**src/rtl/lpm_pkg.sv**
```systemverilog
// ----------------------------------------------------------------------------
// lpm_pkg
// Types and constants shared by the prefix match router files.
// ----------------------------------------------------------------------------
package lpm_pkg;

    localparam int unsigned ADDR_W  = 32;
    localparam int unsigned LEN_W   = 6;
    localparam int unsigned IFACE_W = 4;
    localparam int unsigned TTL_W   = 8;
    localparam int unsigned STAT_W  = 3;

    localparam logic [LEN_W-1:0] MAX_LEN = LEN_W'(ADDR_W);

    localparam logic CMD_ADD    = 1'b0;
    localparam logic CMD_LOOKUP = 1'b1;

    localparam logic [STAT_W-1:0] STAT_FORWARD  = 3'd0;
    localparam logic [STAT_W-1:0] STAT_NO_ROUTE = 3'd1;
    localparam logic [STAT_W-1:0] STAT_EXPIRED  = 3'd2;
    localparam logic [STAT_W-1:0] STAT_ADDED    = 3'd3;
    localparam logic [STAT_W-1:0] STAT_FULL     = 3'd4;

    typedef struct packed {
        logic                command;
        logic [ADDR_W-1:0]   route_prefix_in;
        logic [LEN_W-1:0]    prefix_len_in;
        logic                hop_present;
        logic [ADDR_W-1:0]   hop_addr_in;
        logic [IFACE_W-1:0]  iface_in;
        logic [ADDR_W-1:0]   dest_addr;
        logic [TTL_W-1:0]    ttl_in;
    } req_word_t;

    typedef struct packed {
        logic [STAT_W-1:0]   status;
        logic [IFACE_W-1:0]  iface_out;
        logic [ADDR_W-1:0]   hop_addr_out;
        logic [TTL_W-1:0]    ttl_out;
    } rsp_word_t;

    typedef struct packed {
        logic [ADDR_W-1:0]   prefix;
        logic [LEN_W-1:0]    len;
        logic                hop_flag;
        logic [ADDR_W-1:0]   hop;
        logic [IFACE_W-1:0]  iface;
    } route_t;

    typedef struct packed {
        logic                take;
        logic [LEN_W-1:0]    len;
        logic [IFACE_W-1:0]  iface;
        logic [ADDR_W-1:0]   hop;
    } match_t;

endpackage

```
**src/rtl/lpm_match.sv**
```systemverilog
// ----------------------------------------------------------------------------
// lpm_match
// Compares one stored route with the destination and decides whether it
// replaces the best match found so far.
// ----------------------------------------------------------------------------
module lpm_match (
    input  lpm_pkg::route_t              entry,
    input  logic [lpm_pkg::ADDR_W-1:0]   dest,
    input  logic                         found,
    input  logic [lpm_pkg::LEN_W-1:0]    best_len,
    output lpm_pkg::match_t              result
);
    import lpm_pkg::*;

    logic [ADDR_W-1:0] mask;
    logic              hit;

    always_comb
    begin
        if (entry.len == '0)
        begin
            mask = '0;
        end
        else
        begin
            mask = {ADDR_W{1'b1}} << (MAX_LEN - entry.len);
        end
    end

    assign hit = (((dest ^ entry.prefix) & mask) == '0);

    assign result.take  = hit && (!found || (entry.len >= best_len));
    assign result.len   = entry.len;
    assign result.iface = entry.iface;
    assign result.hop   = entry.hop_flag ? entry.hop : dest;
endmodule

```
**config.mk**
```make
export PLATFORM = sky130hd
export DESIGN_NAME = lpm_match
export DESIGN_NICKNAME = d
export VERILOG_FILES = /design/src/rtl/lpm_pkg.sv /design/src/rtl/lpm_match.sv
export SDC_FILE = /design/constraint.sdc
export NUM_CORES = 1
export LEC_CHECK = 0
export ABC_AREA = 1
export BUFFER_PORTS_ARGS = -buffer_cell sky130_fd_sc_hd__buf_2
export CAP_MARGIN = 25
export CORE_UTILIZATION = 34
export DETAILED_ROUTE_END_ITERATION = 6
export PLACE_DENSITY = 0.81
export RECOVER_POWER = 100
export SLEW_MARGIN = 40
export SYNTH_ARGS = -nofsm -noshare
export SYNTH_HDL_FRONTEND = slang
export SYNTH_SLANG_ARGS = --single-unit
```
**constraint.sdc**
```tcl
create_clock -name vclk -period 1.7
set_input_delay 0.255 -clock vclk [all_inputs]
set_output_delay 0.255 -clock vclk [all_outputs]
set_load 0.01 [all_outputs]
```
== After elaboration in Yosys (flattened, before gate mapping) ==
Cells that the tools add are included.

* Register bits: 0
* Input bits: 114
* Output and inout port bits: 43
* Word-level logic and storage cells: 12

* Add/subtract/negate cells: 1
* Magnitude comparators: 1
* Shift-type cells: 1
* Multiplexer cells: 2
* Bitwise gates (word level): 2
* Reductions and logical operators: 5

{| class="wikitable"
|+ Operators with widths
! kind !! number
|-
| two-way mux 32 bit || 2
|-
| bitwise AND 32 bit || 1
|-
| zero test 32 bit || 1
|-
| << shifter 32 x 6 -> 32 bit, first input constant || 1
|-
| XOR 32 bit || 1
|-
| greater-or-equal comparator 6 bit || 1
|-
| zero test 6 bit || 1
|-
| subtractor 6 bit, first input constant || 1
|-
| logical AND 1 bit || 1
|-
| zero test 1 bit || 1
|-
| logical OR 1 bit || 1
|}

== Depth between registers and ports, before layout ==
Gate-level depths: netlist of run 1.

* Depth in word-level cells: 6
* Mapped depth: 17
* Depth with buffers taken out: 17

== Least setup slack after synthesis of run 1 ==
OpenSTA, ideal clock, no wires.

* Path kind: input -> output
* Start: input entry[37] (netlist bit)
* End: output result[42] (netlist bit)
* Arrival time: 1.635 ns
* Data required time: 1.445 ns
* Path slack: -0.190 ns
* Stages on the path: 14
* Buffers on the path: 0
* Cells stage by stage: inv_1 > ha_1 > nand2_1 > nand2_1 > nand2_1 > inv_1 > nand2_1 > o21ai_0 > nand2_1 > nor2_1 > nand2_1 > nor2_1 > nand2_1 > a21oi_2

{| class="wikitable"
|+ RTL lines
! what !! line !! source
|-
| start: declaration || lpm_match.sv:7 || <nowiki>input lpm_pkg::route_t entry,</nowiki>
|-
| end: declaration || lpm_match.sv:11 || <nowiki>output lpm_pkg::match_t result</nowiki>
|}

==> results of run 1 <==
## worst max-delay path: cells and delay by family
| family | cells | cell delay [ns] |
|---|---|---|
| compound gates | 1 | 0.11 |
| fa+ha+maj | 1 | 0.18 |
| buf+inv | 5 | 0.55 |
| simple gates | 9 | 0.73 |
## stage by stage
stage / worst slack, ns / instance area [um2] / power, mW / hold slack [ns]
2_1_floorplan: -0.1005 / 1563 / 0.3687 / 0.6018
3_3_place_gp: -0.4188 / 2416 / 0.6394 / 0.5101
3_5_place_dp: -0.5274 / 2416 / 0.6494 / 0.5101
4_1_cts: -0.4015 / 2510 / 0.6843 / 0.5101
5_1_grt: -0.5826 / 2475 / 0.7414 / 0.5100
6_report: -0.3923 / 2475 / 0.6695 / 0.5100
## power breakdown
group,leakage (nW),internal [mW],switching [mW]
clock,0,0,0
combinational,1.40,0.330,0.339
sequential,0,0,0
total,1.40,0.330,0.339
## worst min-delay path by stage
stage              from         end  slack, ns
4_1_cts        entry[3]  result[35]       0.51
2_1_floorplan  entry[0]  result[32]       0.60
5_1_grt        entry[0]  result[32]       0.51
6_report       entry[2]  result[34]       0.51
3_5_place_dp   entry[3]  result[35]       0.51
3_3_place_gp   entry[3]  result[35]       0.51
## layout by cell type, fill, tap and decap left out, types with 2 or more instances in the layout
master	synthesis	layout
mux2_2	31	31
o21ai_0	5	3
nand2_4	1	5
a21oi_1	3	3
xnor2_1	3	3
nand2_2	4	12
buf_2	0	112
xor2_1	28	28
a21boi_0	2	2
o21ai_1	1	2
nand2_1	74	63
clkbuf_1	4	36
nor2_1	11	11
buf_4	10	20
inv_1	32	27
inv_2	0	3
ha_1	10	9
nand3_1	20	20
## layout make-up
cell class | instances | area, um2
Fill cell | 423 | 1879
Inverter | 32 | 126.4
Multi-Input combinational cell | 199 | 1384
Tap cell | 52 | 65.06
Timing Repair Buffer | 172 | 899.6
## metal layers
layer  vias up  track usage  wire length [um]
met5         -            0                 0
met4         0      0.01134                14
met3         2      0.01453               349
met2       111       0.3851              2530
met1       910       0.2302              2010
li1       1087            -                 -
## cells by family (layout without fill, tap and decap cells)
logic type	after synthesis	in the layout	share of synthesized area
simple gates	112	113	0.3075
compound gates	14	14	0.05464
buf+inv	48	204	0.1517
mux	31	31	0.2276
xor+xnor	31	31	0.1770
fa+ha+maj	10	10	0.08157
## repair_timing
item / in CTS / in global routing
endpoints found under the setup margin: 1 / 1
gates resized for setup: 19 / 2
pin swaps: 12 / 2
buffers inserted: 3 / 1
cloned: 1 / 0
==> qor.yml, run 1 <==
routing:
  vias_per_cell: 4.637
  dr.pass1.iters: 4
  ant_nets: 0
  wl_mm: 4.905
  vias: 2110
  wl_per_cell_um: 10.78
  first_iter_violations: 63
  drc: 0
sta:
  worst_slack_ns: -0.3923
  max-slew-margin-rel: 0.7053
  post-route-period-util: 1.231
  max_freq_ghz: 0.4779
  rsz0062_at_grt: "yes"
  timing_max_transition_violations_final: 0
  tns_ns: -0.3923
  setup_violations: 1
  worstMarginPinSlew_ns: 0.4421
  fin_crit_ns: 2.092
  final-hold-violation-count: 0
synthesis:
  synth_area_per_cell_um2: 6.236
  yosysWarnings: 0
  ys_seq_area_frac: 0
  netlist_area_mm2: 0.001534
  yosys-top-cells-count: "nand2_1 (74), inv_1 (32), mux2_2 (31), xor2_1 (28), nand3_1 (20)"
  synth_nets: 370
  synthMostInstantiatedCell: "nand2_1"
  synthTopCellsByArea: "mux2_2 (23%), nand2_1 (18%), xor2_1 (16%)"
  synth_top_area_cell: "mux2_2"
  syn_inst: 246
  synth_cell_types: 22
  post-synth-top-area-fraction: 0.2276
critical_path:
  worstPathArrival_ns: 1.84
  crit_slowest_cell: "ha_4"
  required_ns: 1.44
  endpoint: "result[42]"
  worst-path-max-fanout: 5
  end_kind: "output port"
  setup.worst_path.start: "entry[38]"
  crit_chain: "buf_2 > inv_2 > ha_4 > nand3_1 > nand2_4 > buf_12 > buf_4 > nand2_1 > nand2_1 > nand2_1 > nor2_1 > nand2_1 > nor2_1 > nand2_1 > a21oi_2 > buf_2"
  cpMostUsedCell: "nand2_1"
  cpPeakStageDelay_ns: 0.18
  critPathKind: "input port to output port"
  cp-start-kind: "input port"
floorplan:
  die-width_um: 69.17
  coreArea_mm2: 0.004354
  die_area_mm2: 0.004784
  die_h_um: 69.17
  start_util: 0.3523
  row_count: 24
  ios: 157
place:
  place_inst: 450
  post-dp-hpwl_mm: 4.191
  io_buffers: 149
  gp_congestion: 0.8237
power:
  vdd_drop_max_v: 0.0001151
  p_leak_nw: 1.402
  powerDensity_mw_per_mm2: 270.5
final_layout:
  register_area_um2: 0
  drive_above_1_share: 0.4814
  seq_cells: 0
  n_clock_buffer: 0
  nNetsFinal: 529
  diodes: 0
  final_util: 0.5684
  syn_to_final_growth_pct: 61.34
  final_cells: 455
global_routing:
  grt_pass1_vias: 1904
  overflow: 0
  antenna_found_initial: 0
  grt_max_degree: 34
  grt_pass1_wl_mm: 7.948
  grt.total_usage: 0.1930
run_status:
  status: "finished with violations"
  violations: "setup timing"
clock_tree:
  hold_buffers: 0
min_path:
  holdPathStages: 0
  hp-class: "input port to output port"
job:
  drv_cap: 0
Power figures use the tool's default switching activity.
==> run 2, diff against run 1 <==
--- a/config.mk
+++ b/config.mk
@@ -5,12 +5,13 @@
 export SDC_FILE = /design/constraint.sdc
 export NUM_CORES = 1
 export LEC_CHECK = 0
-export ABC_AREA = 1
 export BUFFER_PORTS_ARGS = -buffer_cell sky130_fd_sc_hd__buf_2
 export CAP_MARGIN = 25
-export CORE_UTILIZATION = 34
+export CELL_PAD_IN_SITES_DETAIL_PLACEMENT = 1
+export CELL_PAD_IN_SITES_GLOBAL_PLACEMENT = 1
+export CORE_UTILIZATION = 21
 export DETAILED_ROUTE_END_ITERATION = 6
-export PLACE_DENSITY = 0.81
+export PLACE_DENSITY_LB_ADDON = 0.1
 export RECOVER_POWER = 100
 export SLEW_MARGIN = 40
 export SYNTH_ARGS = -nofsm -noshare
==> qor.yml, run 2 <==
job:
  drv_cap: 0  # unchanged
global_routing:
  grt_pass1_wl_mm: 9.211  # +16%
  antenna_found_initial: 0  # unchanged
  grt.total_usage: 0.1513  # -0.04168
  grt_max_degree: 33  # -2.9%
  overflow: 0  # unchanged
  grt_pass1_vias: 2078  # +9.1%
synthesis:
  synthTopCellsByArea: "mux2_2 (17%), xor2_1 (15%), ha_1 (8.6%)"
  netlist_area_mm2: 0.001459  # -4.9%
  synthMostInstantiatedCell: "xor2_1"
  yosys-top-cells-count: "xor2_1 (25), mux2_2 (22), a21oi_1 (11), buf_4 (11), xnor2_1 (11)"
  post-synth-top-area-fraction: 0.1698  # -0.05776
  synth_area_per_cell_um2: 7.929  # +27%
  synth_top_area_cell: "mux2_2"
  synth-simple-area-share: 0.1286  # -0.1789
  ys_seq_area_frac: 0  # unchanged
  synth_fa_ha_area_frac: 0.08576  # +0.004197
  synth_top_family_by_area: "multiplexers"
  synth_nets: 308  # -17%
  yosysWarnings: 0  # unchanged
  syn_inst: 184  # -25%
  synth_cell_types: 39  # +77%
  muxShareOfSynthArea: 0.2470  # +0.01943
  synth_compound_area_frac: 0.1930  # +0.1383
  synth_xor_area_frac: 0.2350  # +0.05799
floorplan:
  die_h_um: 85.35  # +23%
  row_count: 30  # +25%
  start_util: 0.2159  # -0.1364
  ios: 157  # unchanged
  die_area_mm2: 0.007285  # +52%
  die-width_um: 85.35  # +23%
  coreArea_mm2: 0.006756  # +55%
routing:
  ant_nets: 0  # unchanged
  wl_met1_mm: 2.436  # +21%
  wl_met2_mm: 2.881  # +14%
  dr_wl_met3_um: 423  # +21%
  vias_per_cell: 4.548  # -1.9%
  dr.max_layer_used: "met3"
  vias: 1983  # -6.0%
  first_iter_violations: 27  # -57%
  wl_per_cell_um: 13.17  # +22%
  wl_mm: 5.740  # +17%
  drc: 0  # unchanged
  dr.pass1.iters: 6  # +2
power:
  p_leak_nw: 1.253  # -11%
  vdd_drop_max_v: 0.00008861  # -23%
  powerDensity_mw_per_mm2: 290.0  # +7.2%
  power_mw: 0.7547  # +13%
place:
  gp_congestion: 0.7876  # -4.4%
  place_inst: 433  # -3.8%
  io_buffers: 149  # unchanged
  post-dp-hpwl_mm: 5.154  # +23%
final_layout:
  nNetsFinal: 482  # -8.9%
  register_area_um2: 0  # unchanged
  layout_common_cells: "buf_2 (115), buf_4 (40), clkbuf_1 (33)"
  final_cells: 436  # -4.2%
  final_common_cell: "buf_2"
  drive_above_1_share: 0.5618  # +0.08041
  diodes: 0  # unchanged
  seq_cells: 0  # unchanged
  n_clock_buffer: 0  # unchanged
  nFillCells: 872  # +110%
  syn_to_final_growth_pct: 78.39
run_status:
  violations: "setup timing"
  status: "finished with violations"
sta:
  timing_max_transition_violations_final: 0  # unchanged
  post-route-period-util: 1.369  # +0.1379
  worstMarginPinSlew_ns: 0.4365  # -0.005627 ns
  max-slew-margin-rel: 0.7090  # +0.003751
  final-hold-violation-count: 0  # unchanged
  rsz0062_at_grt: "yes"
  setup_violations: 1  # unchanged
  fin_crit_ns: 2.327  # +0.2344 ns
  worst_slack_ns: -0.6267  # -0.2344 ns
  max_freq_ghz: 0.4298  # -10%
critical_path:
  cp-start-kind: "input port"
  end_kind: "output port"
  critPathKind: "input port to output port"
  worstPathArrival_ns: 2.07  # +0.23 ns
  required_ns: 1.44  # about the same
  worst-path-max-fanout: 4  # -1
min_path:
  hp-class: "input port to output port"
clock_tree:
  hold_buffers: 0  # unchanged
-- run 2: cell families (layout without fill, tap and decap cells) --
logic type	after synthesis	after routing
AOI/OAI and AO/OA	41	41
muxes	32	32
buffers and inverters	28	200
adders and majority gates	10	10
and+or+nand+nor	36	36
xor gates and xnor gates	37	37
-- run 2: repair_timing --
| item | in CTS | in global routing |
|---|---|---|
| gates resized for setup | 6 | 7 |
| pin swaps | 5 | 4 |
| setup endpoints to repair | 1 | 1 |
| setup buffers | 2 | 1 |
-- run 2: layer usage --
metal	vias up	global-route usage
li1	1002	-
met1	890	0.1922
met2	91	0.2911
met3	0	0.01556
met4	0	0
met5	-	0
-- run 2: worst paths after layout --
check | from | endpoint | depth (start not counted)
setup / recovery | entry[37] | result[42] | 11
hold / removal | entry[3] | result[35] | 0
-- run 2: power by group --
group | switching, mW | internal [mW]
sequential | 0 | 0
combinational | 0.361 | 0.394
clock | 0 | 0
-- run 2: stage by stage --
step	utilization	worst slack, ns	area [um2]	TNS (ns)	hold WS, ns
floorplan	-	-0.2549	1526	-0.2549	0.6018
global placement	0.3787	-0.6674	2559	-0.6674	0.5101
detailed placement	0.3787	-0.7445	2559	-0.7445	0.5101
CTS	0.3867	-0.6274	2613	-0.6274	0.5101
global route	0.3852	-0.7156	2603	-0.7156	0.5100
finish	0.3852	-0.6267	2603	-0.6267	0.5100
-- run 2: worst max-delay path, cell delays in order --
cell	delay [ns]
buf_2	0.14
inv_8	0.04
ha_4	0.20
xnor2_4	0.17
buf_4	0.16
nand2_4	0.06
a222oi_1	0.22
nor3b_2	0.24
a2bb2o_4	0.24
o31ai_4	0.18
buf_2	0.17
-- run 2: cell type report --
cell class,instances,area (um2),share of cell area
Tap cell,80,100.1,0.03846
Inverter,10,57.56,0.02212
Timing Repair Buffer,190,1027,0.3947
Multi-Input combinational cell,156,1418,0.5447
