<file path="config.mk">
export PLATFORM = sky130hd
export DESIGN_NAME = lpm_ram
export DESIGN_NICKNAME = d
export VERILOG_FILES = /design/src/rtl/lpm_ram.sv
export SDC_FILE = /design/constraint.sdc
export NUM_CORES = 1
export LEC_CHECK = 0
export ABC_AREA = 1
export BUFFER_PORTS_ARGS = -buffer_cell sky130_fd_sc_hd__buf_2
export CORE_ASPECT_RATIO = 2
export CORE_MARGIN = 2
export CORE_UTILIZATION = 25
export CTS_CLUSTER_SIZE = 25
export DETAILED_ROUTE_END_ITERATION = 8
export GPL_TIMING_DRIVEN = 0
export PLACE_DENSITY = 0.46
export SLEW_MARGIN = 20
export SYNTH_ARGS = -nofsm -noshare
export SYNTH_HDL_FRONTEND = slang
export SYNTH_SLANG_ARGS = --single-unit
export TNS_END_PERCENT = 100
</file>
<file path="constraint.sdc">
create_clock -name clk -period 1.2 [get_ports clk]
set_input_delay 0.06 -clock clk [delete_from_list [all_inputs] [get_ports clk]]
set_output_delay 0.06 -clock clk [all_outputs]
set_load 0.1 [all_outputs]
</file>
<file path="src/rtl/lpm_ram.sv">
// ----------------------------------------------------------------------------
// lpm_ram
// Generic single write port, single read port RAM with registered read.
// ----------------------------------------------------------------------------
module lpm_ram #(
    parameter int unsigned WIDTH = 8,
    parameter int unsigned DEPTH = 16
) (
    input  logic                                    clk,
    input  logic                                    we,
    input  logic [(DEPTH > 1 ? $clog2(DEPTH) : 1)-1:0] waddr,
    input  logic [WIDTH-1:0]                        wdata,
    input  logic [(DEPTH > 1 ? $clog2(DEPTH) : 1)-1:0] raddr,
    output logic [WIDTH-1:0]                        rdata
);
    logic [WIDTH-1:0] mem [DEPTH];
    logic [WIDTH-1:0] rdata_reg;

    always_ff @(posedge clk)
    begin
        if (we)
        begin
            mem[waddr] <= wdata;
        end
        rdata_reg <= mem[raddr];
    end

    assign rdata = rdata_reg;
endmodule

</file>
# Word-level counts from Yosys, hierarchy flattened
# Memories as Yosys holds them, arrays and structs flattened. A register that Yosys moved wholly into a read port is not among the register bits.
# Index checks and enable logic that the tools add are counted.
# classes
muxes,2
# ops
op,n
$mux 1,2
# totals
regBits,0
ramBits,128
output_inout_bits,8
memories,1
# mem_list
memory,depth,width,rd,rd_ports_with_merged_regs,write_ports,line_no,source
mem,16,8,1,1,1,16,logic [WIDTH-1:0] mem [DEPTH];

# Logic depth before layout (Yosys ltp)
# Gate-level depths: netlist of run 1.
# depth
word_depth,2
ltp_mapped,8
ltp_nobuf,7

# Least setup slack after synthesis of run 1
# No wires, ideal clock.
# synth_timing
path_type,input-to-reg
start,input port waddr[2] in the netlist's numbering
end,"memory mem[10][0], enable pin"
setup_ps,370
t_arrival_ps,641
t_required_ps,830
setup_slack_ps,189
stages,2
n_path_buf,0
cell_sequence,nand3b_1 nor2_1
# synth_lines
item,line_no,source
"start, declared",11,"input logic [(DEPTH > 1 ? $clog2(DEPTH) : 1)-1:0] waddr,"
"end, declared",16,
# No word-level cell before the write port.

# Worst setup path in the final report of run 1
# layout_timing
start,input port waddr[2] in the netlist's numbering
end,"memory mem[10][2], enable pin"
# No word-level cell before the write port.

==> results of run 1 <==
-- layout make-up --
cell class,count,area share (%)
Buffer,24,2.412
Multi-Input combinational cell,289,17.62
Tap cell,280,5.077
Sequential cell,136,58.02
Timing Repair Buffer,22,1.886
Clock inverter,2,0.1451
Clock buffer,30,9.284
Inverter,102,5.548
-- cells by family (layout without fill, tap and decap cells) --
logic type / count (synthesis) / count (layout) / share of synthesized area [%]
buffers and inverters: 126 / 180 / 9.525
DFF: 136 / 136 / 69.43
and+or+nand+nor: 289 / 289 / 21.05
-- cells in the final DEF (no fill, tap or decap), types with 2 or more instances in the layout --
| cell type | netlist | routed |
|---|---|---|
| buf_2 | 13 | 27 |
| clkbuf_16 | 0 | 22 |
| nand3b_1 | 2 | 2 |
| dfxtp_1 | 8 | 8 |
| clkbuf_8 | 0 | 6 |
| inv_1 | 100 | 100 |
| clkbuf_1 | 0 | 2 |
| clkinv_2 | 0 | 2 |
| buf_6 | 6 | 6 |
| nand3_1 | 97 | 97 |
| inv_2 | 2 | 2 |
| edfxtp_1 | 128 | 128 |
| nor2_1 | 17 | 16 |
| buf_4 | 4 | 12 |
| nand2_1 | 173 | 173 |
-- routing by layer --
layer | up-vias | global-route usage (%) | part of all wire [%]
met2 | 100 | 26.00 | 56
met5 | - | 0 | 0
met3 | 38 | 2.403 | 2.8
li1 | 1857 | - | -
met1 | 1767 | 12.85 | 34
met4 | 0 | 11.36 | 6.9
-- through the flow --
step	setup TNS [ns]	power (uW)	util (%)	setup slack, ns
4_1_cts	0	11890	30.47	0.07812
3_3_place_gp	-31.35	6384	27.50	-0.3596
5_1_grt	-0.1216	12140	30.48	-0.01831
3_5_place_dp	-34.13	6391	27.50	-0.3797
2_1_floorplan	0	6035	-	0.1892
6_report	0	11780	30.48	0.09514
-- final timing paths --
check                                       endpoint  slack [ns]
worst max-delay path            mem[10][2]$_DFFE_PP_         0.1
worst min-delay path            mem[15][2]$_DFFE_PP_        0.07
worst max register to register      rdata[6]$_DFF_P_         0.1
worst min register to register      rdata[6]$_DFF_P_        0.69
-- critical path: stages --
cell and delay (ns):
buf_2 0.12, nand3b_1 0.27, nor2_1 0.70
-- report_power, final --
| part | internal (uW) | switching [uW] | total (uW) |
|---|---|---|---|
| logic | 222 | 739 | 961 |
| clock network | 3590 | 1880 | 5480 |
| registers | 5310 | 28.2 | 5340 |
| total | 9130 | 2650 | 11800 |
-- timing repair --
action / CTS / global route
endpoints found under the setup margin: 8 / 16
pin swaps: 0 / 0
gates resized for setup: 8 / 1
==> run summary, run 1 <==
Least-Margin Pin Slew - 0.9260 ns
multi-input logic area - 1216 um2
post-route cell area - 6900 um2
post-synth top area share - 66.65%
leak pwr - 0.002941 uW
FMAX - 905.1 MHz
DR vias - 3762
initial antenna violation count - 0
GR Overflow Total - 0
worst flop-to-flop path startpoint - mem[6][6]$_DFFE_PP_
Fillers - 2324
Hold Path Stages - 1
pin count of the biggest net entering global routing - 17
gpl congestion - 0.9528
CTS Hold Bufs - 0
drt pass-1 iters - 5
final hold violations - 0
Hold Crit Class - in2reg
ys async rst share - 0%
initial core utilization - 25.47%
Layout area overhead - 19.66%
# rows - 78
H-Tree Depth - 4
n_diodes - 0
Bufs on Longest Clock Path - 2
first-pass GRT wire length - 23640 um
Post-synth top flop - edfxtp_1
Reg clk slew, reported paths - 0.06 ns
Hold Crit Start - wdata[2]
Global Route Usage Sum - 13.85%
crit path from - waddr[2]
final WL - 16020 um
Final period util - 92.07%
RSZ-0062 raised after global routing - yes
Req. time, crit path - 1.25 ns
crit end category - flip-flop
arrival time worst endpoint - 1.16 ns
nets - 610
tightest hold margin - 0.07090 ns
Final Critical Period - 1.105 ns
Syn Inst Count - 551
post-CTS setup repair buffer count - 0
DP Cell Count - 853
Die Height - 218.8 um
worst skew pair latency - 0.43 ns
Non-Filler Instances - 885
Largest register FFs - 128
number of port buffers - 22
Crit Path Class - in2reg
Root Driver - clkbuf_16
overall die area - 24370 um2
core area - 22640 um2
vias per cell - 4.251
CTS buffer count - 17
R2R cell count - 6
Max FO, Critical Path - 8
relative slew slack - 38.04%
die width - 111.4 um
Mapped Area - 5767 um2
Ys Warns - 0
mean post-synth cell area - 10.47 um2
pwr/cell area - 1707 nW/um2
Clock Sinks - 136
Synth Net Count - 569
vias in the first global route - 3818
count of final max-slew check failures - 0
area leader, netlist - edfxtp_1
synth cell count leaders - 173 x nand2_1, 128 x edfxtp_1, 100 x inv_1, 97 x nand3_1, 17 x nor2_1
Yosys reg bits - 136
outcome - completed
skew final - 0.007483 ns
CTS tree - yes
Reg area - 4004 um2
EDFF count, synth - 128
share of cells above drive strength 1 - 12.89%
count leader, synth - nand2_1
worst vdd ir - 0.9937 mV
wire length per cell - 18.10 um
CP startpoint kind - input pin
remaining antenna violation count - 0
initial DRC count - 224
IO Count - 26
Setup Viol. Count Final - 0
synth top area cells - edfxtp_1 67%, nand2_1 11%, nand3_1 8.4%
Max-Cap Viols - 0
Area after DPL - 6227 um2
sequential share of the synthesized area - 69.43%
hpwl dp - 11630 um
Yosys cell types - 12
DRC viols - 0
No activity file was read; power rests on OpenSTA's default activity.
==> run 2: changes to the inputs <==
--- a/config.mk
+++ b/config.mk
@@ -5,7 +5,6 @@
 export SDC_FILE = /design/constraint.sdc
 export NUM_CORES = 1
 export LEC_CHECK = 0
-export ABC_AREA = 1
 export BUFFER_PORTS_ARGS = -buffer_cell sky130_fd_sc_hd__buf_2
 export CORE_ASPECT_RATIO = 2
 export CORE_MARGIN = 2
==> run summary, run 2 <==
initial core utilization - 25.39%
synth top area cells - edfxtp_1 75%, mux4_2 7.9%, mux4_1 7.1%
Setup Viol. Count Final - 8
worst setup margin - -0.09237 ns
Mapped Area - 5147 um2
clock share of power - 46.0%
drt pass-1 iters - 4
EDFF count, synth - 128
Largest register FFs - 128
Reg2Reg Capture Point - rdata[3]$_DFF_P_
RSZ-0062 raised after global routing - yes
Area after DPL - 5635 um2
post-synth top area share - 74.67%
final WL - 11820 um
Post-synth top flop - edfxtp_1
first-pass GRT wire length - 17460 um
Non-Filler Instances - 552
nets - 291
Clock Sinks - 136
worst skew pair latency - 0.42 ns
Critical Path End - rdata[3]$_DFF_P_
initial DRC count - 153
Hold Crit Class - in2reg
skew final - 0.006152 ns
Fillers - 1936
Root Driver - clkbuf_16
FMAX - 773.8 MHz
number of port buffers - 24
Yosys cell types - 19
outcome - finished, violations left
DP Cell Count - 520
synth cell count leaders - 128 x edfxtp_1, 18 x mux4_2, 16 x a22oi_1, 14 x mux4_1, 13 x nor2_1
Max-Cap Viols - 0
area leader, netlist - edfxtp_1
sequential share of the synthesized area - 77.78%
core area - 20280 um2
count leader, synth - edfxtp_1
worst flop-to-flop path startpoint - mem[3][3]$_DFFE_PP_
Sw Ratio - 21.46%
slowest stage cell on the critical path - mux4_2
DR vias - 2365
gpl congestion - 0.8083
CTS tree - yes
wire length per cell - 21.41 um
Ys Warns - 0
Largest stage delay, worst path - 0.54 ns
Req. time, crit path - 1.51 ns
post-route cell area - 6310 um2
Synth Net Count - 247
Crit Path Class - reg2reg
Bufs on Longest Clock Path - 2
DRC viols - 0
worst vdd ir - 0.8300 mV
# rows - 74
ordered cell list for the critical path - mux4_2 -> a22oi_2 -> nand2_1
Syn Inst Count - 229
relative slew slack - 43.27%
mean post-synth cell area - 22.48 um2
failing checks - negative setup slack
arrival time worst endpoint - 1.60 ns
Reg clk slew, reported paths - 0.06 ns
Yosys reg bits - 136
Final period util - 107.7%
GR Overflow Total - 0
share of cells above drive strength 1 - 39.51%
initial antenna violation count - 0
Fin Setup TNS - -0.5658 ns
vias in the first global route - 2618
CP startpoint kind - flip-flop
count of final max-slew check failures - 0
pwr/cell area - 1809 nW/um2
Flop pwr share - 46.8%
vias per cell - 4.284
crit path from - mem[3][3]$_DFFE_PP_
remaining antenna violation count - 0
Gate power share - 7.2%
CTS buffer count - 17
most common cell after layout, fill and taps aside - edfxtp_1
die width - 105.5 um
Layout area overhead - 22.58%
leak pwr - 0.002030 uW
Die Height - 206.9 um
commonest non-fill, non-tap cells in the layout - 128 x edfxtp_1, 29 x mux4_2, 21 x clkbuf_16
hpwl dp - 8135 um
post-CTS setup repair buffer count - 0
R2R cell count - 3
Final Critical Period - 1.292 ns
NetSw - 2450 uW
IO Count - 26
ys async rst share - 0%
final hold violations - 0
Least-Margin Pin Slew - 0.8478 ns
pin count of the biggest net entering global routing - 17
CTS Hold Bufs - 0
Int Pwr - 8965 uW
Reg area - 4004 um2
multi-input logic area - 1110 um2
crit end category - flip-flop
dpl ws - -0.6844 ns
overall die area - 21820 um2
flop-to-flop setup slack - -0.09 ns
n_diodes - 0
Max FO, Critical Path - 1
H-Tree Depth - 4
Global Route Usage Sum - 11.73%
[run 2: area by class of cell]
type | count | area share, %
repair buffers | 25 | 2.340
clock inverters | 4 | 0.3173
plain buffers | 10 | 1.487
clock buffers | 28 | 9.538
multi-input cells | 83 | 17.59
flip-flops and latches | 136 | 63.45
well taps | 266 | 5.275
[run 2: per-stage QoR]
stage	total power (uW)	hold slack, ns	util (%)
6_report	11410	0.05326	31.12
5_1_grt	11760	0.03991	31.12
4_1_cts	11540	0.03550	31.02
3_5_place_dp	6220	0.4918	27.79
3_3_place_gp	6198	0.4761	27.73
2_1_floorplan	5938	0.1589	-
[run 2: power groups by stage]
| stage | clock network [uW] | logic, uW | registers, uW |
|---|---|---|---|
| after global routing | 5550 | 864 | 5350 |
| after detailed placement | 0 | 783 | 5440 |
| after global placement | 0 | 769 | 5430 |
| after floorplan | 0 | 274 | 5660 |
| final | 5250 | 821 | 5340 |
| after CTS | 5370 | 832 | 5340 |
[run 2: cell families after synthesis]
logic type	after synthesis	synth area share [%]
multiplexers	32	15.02
AND/OR/NAND/NOR	35	3.184
flip-flops	136	77.78
AO/OA/AOI/OAI	16	2.334
buffers and inverters	10	1.677
[run 2: critical path: cells and delay by family (launching register included)]
| family | cells | cell delay, ns |
|---|---|---|
| muxes | 1 | 0.54 |
| DFF | 1 | 0.36 |
| AOI/OAI and AO/OA | 1 | 0.21 |
| and+or+nand+nor | 1 | 0.07 |
[run 2: timing repair]
action	in CTS	in global routing
endpoints found under the setup margin	48	33
resized for setup	31	5
pin swaps	12	2
endpoints found under the hold margin	0	0
[run 2: how the worst min path moves through the flow]
stage / endpoint / slack, ns / startpoint / cells after the start
after floorplan: mem[0][0]$_DFFE_PP_ / 0.16 / wdata[0] / 0
after global placement: mem[6][6]$_DFFE_PP_ / 0.48 / wdata[6] / 1
after detailed placement: mem[6][6]$_DFFE_PP_ / 0.49 / wdata[6] / 1
after CTS: mem[8][6]$_DFFE_PP_ / 0.04 / wdata[6] / 1
after global routing: mem[8][6]$_DFFE_PP_ / 0.04 / wdata[6] / 1
final: mem[8][6]$_DFFE_PP_ / 0.05 / wdata[6] / 1
[run 2: layer usage]
metal  GRT usage (%)  vias to the layer above  share of wire [%]
met1           11.59                     1252                 36
met5               0                        -                  0
met3           3.046                       19                2.9
met2           22.07                       47                 58
li1                -                     1047                  -
met4           6.286                        0                3.1
==> run 3: changes to the inputs <==
==> constraint.sdc (replaced) <==
create_clock -name clk -period 1.2 [get_ports clk]
set_input_delay 0.06 -clock clk [delete_from_list [all_inputs] [get_ports clk]]
set_output_delay 0.06 -clock clk [all_outputs]
set_load 0.05 [all_outputs]
==> run summary, run 3 (same netlist as run 2, synthesis figures left out) <==
skew final - 0.006124 ns
Worst Hold End - mem[8][6]$_DFFE_PP_
Hold Crit Class - in2reg
number of port buffers - 24
initial DRC count - 156
initial antenna violation count - 0
IO Count - 26
gpl congestion - 0.8083
initial core utilization - 25.39%
met2 wire length - 6885 um
wire length per cell - 21.40 um
Hold Path Stages - 1
CTS buffer count - 17
count of final max-slew check failures - 0
tightest hold margin - 0.05323 ns
Clock Sinks - 136
hpwl dp - 8135 um
CP bufs+invs - 0
first-pass GRT wire length - 17480 um
Fillers - 1934
nets - 291
leak pwr - 0.002024 uW
outcome - finished, violations left
Reg2Reg Capture Point - rdata[3]$_DFF_P_
CP top delay family - multiplexers
Largest register FFs - 128
overall die area - 21820 um2
Final period util - 107.7%
pwr/cell area - 1792 nW/um2
most common cell after layout, fill and taps aside - edfxtp_1
vias per cell - 4.264
final WL - 11810 um
Reg clk slew, reported paths - 0.06 ns
arrival time worst endpoint - 1.60 ns
Setup Viol. Count Final - 8
ordered cell list for the critical path - mux4_2 -> a22oi_2 -> nand2_1
final hold violations - 0
Crit Path Class - reg2reg
Largest stage delay, worst path - 0.54 ns
# rows - 74
FMAX - 773.9 MHz
Max-Cap Viols - 0
core area - 20280 um2
total power - 11270 uW
worst flop-to-flop path startpoint - mem[3][3]$_DFFE_PP_
slowest stage cell on the critical path - mux4_2
crit end category - flip-flop
Bufs on Longest Clock Path - 2
failing checks - negative setup slack
Area after DPL - 5635 um2
flop-to-flop setup slack - -0.09 ns
worst setup margin - -0.09222 ns
Max FO, Critical Path - 1
Die Height - 206.9 um
Hold Crit Start - wdata[6]
dpl ws - -0.6844 ns
Global Route Usage Sum - 11.74%
commonest non-fill, non-tap cells in the layout - 128 x edfxtp_1, 29 x mux4_2, 27 x buf_2
remaining antenna violation count - 0
n_diodes - 0
CTS tree - yes
DR vias - 2354
relative slew slack - 43.24%
Non-Filler Instances - 552
Root Driver - clkbuf_16
Final Critical Period - 1.292 ns
met3 WL - 360 um
GR Overflow Total - 0
R2R cell count - 3
Req. time, crit path - 1.51 ns
vias in the first global route - 2621
worst skew pair latency - 0.42 ns
DP Cell Count - 520
die width - 105.5 um
share of cells above drive strength 1 - 39.51%
post-route cell area - 6290 um2
Layout area overhead - 22.19%
CP startpoint kind - flip-flop
DRC viols - 0
Top Layer Used - met4
Least-Margin Pin Slew - 0.8482 ns
pin count of the biggest net entering global routing - 17
met1 wire length - 4196 um
H-Tree Depth - 4
drt pass-1 iters - 4
worst vdd ir - 0.8299 mV
RSZ-0062 raised after global routing - yes
run 3: cell types whose count changed in the layout (fill, tap and decap cells not counted):
cell	change
buf_4	-8
buf_2	+8
run 3: area by class of cell:
type | count | area (um2) | area share, %
Buffer | 10 | 93.84 | 1.492
Multi-Input combinational cell | 83 | 1110 | 17.64
Clock inverter | 4 | 20.02 | 0.3183
Tap cell | 266 | 332.8 | 5.291
Timing Repair Buffer | 25 | 127.6 | 2.029
Clock buffer | 28 | 601.8 | 9.568
Sequential cell | 136 | 4004 | 63.66
run 3: where the power goes:
part	internal (uW)	switching, uW
combinational	231	450
sequential	5310	25.5
clock	3400	1850
run 3: worst max path at each step:
| stage | slack, ns | start | to | depth (start not counted) |
|---|---|---|---|---|
| detailed placement | -0.68 | waddr[2] | mem[2][1]$_DFFE_PP_ | 3 |
| global route | -0.13 | mem[3][7]$_DFFE_PP_ | rdata[7]$_DFF_P_ | 3 |
| CTS | -0.1 | mem[3][7]$_DFFE_PP_ | rdata[7]$_DFF_P_ | 3 |
| finish | -0.09 | mem[3][3]$_DFFE_PP_ | rdata[3]$_DFF_P_ | 3 |
| global placement | -0.76 | we | mem[12][5]$_DFFE_PP_ | 3 |
| floorplan | -0.13 | waddr[2] | mem[3][0]$_DFFE_PP_ | 2 |
run 3: what timing repair did:
action	in CTS	in global routing
resized for setup	23	5
setup endpoints to repair	40	33
pin swaps	12	2
hold buffers	0	0
setup buffers	0	0
run 3: per-layer routing:
metal	up-vias	GRT usage, %
met3	19	3.077
met1	1241	11.59
met5	-	0
li1	1047	-
met2	47	22.07
met4	0	6.286
run 3: per-stage QoR:
stage                     util, %  setup TNS [ns]
after floorplan                 -          -3.903
after global placement      27.73          -57.09
after detailed placement    27.79          -51.55
after CTS                   30.92         -0.6164
final                       31.02         -0.5726
after global routing        31.02          -1.090
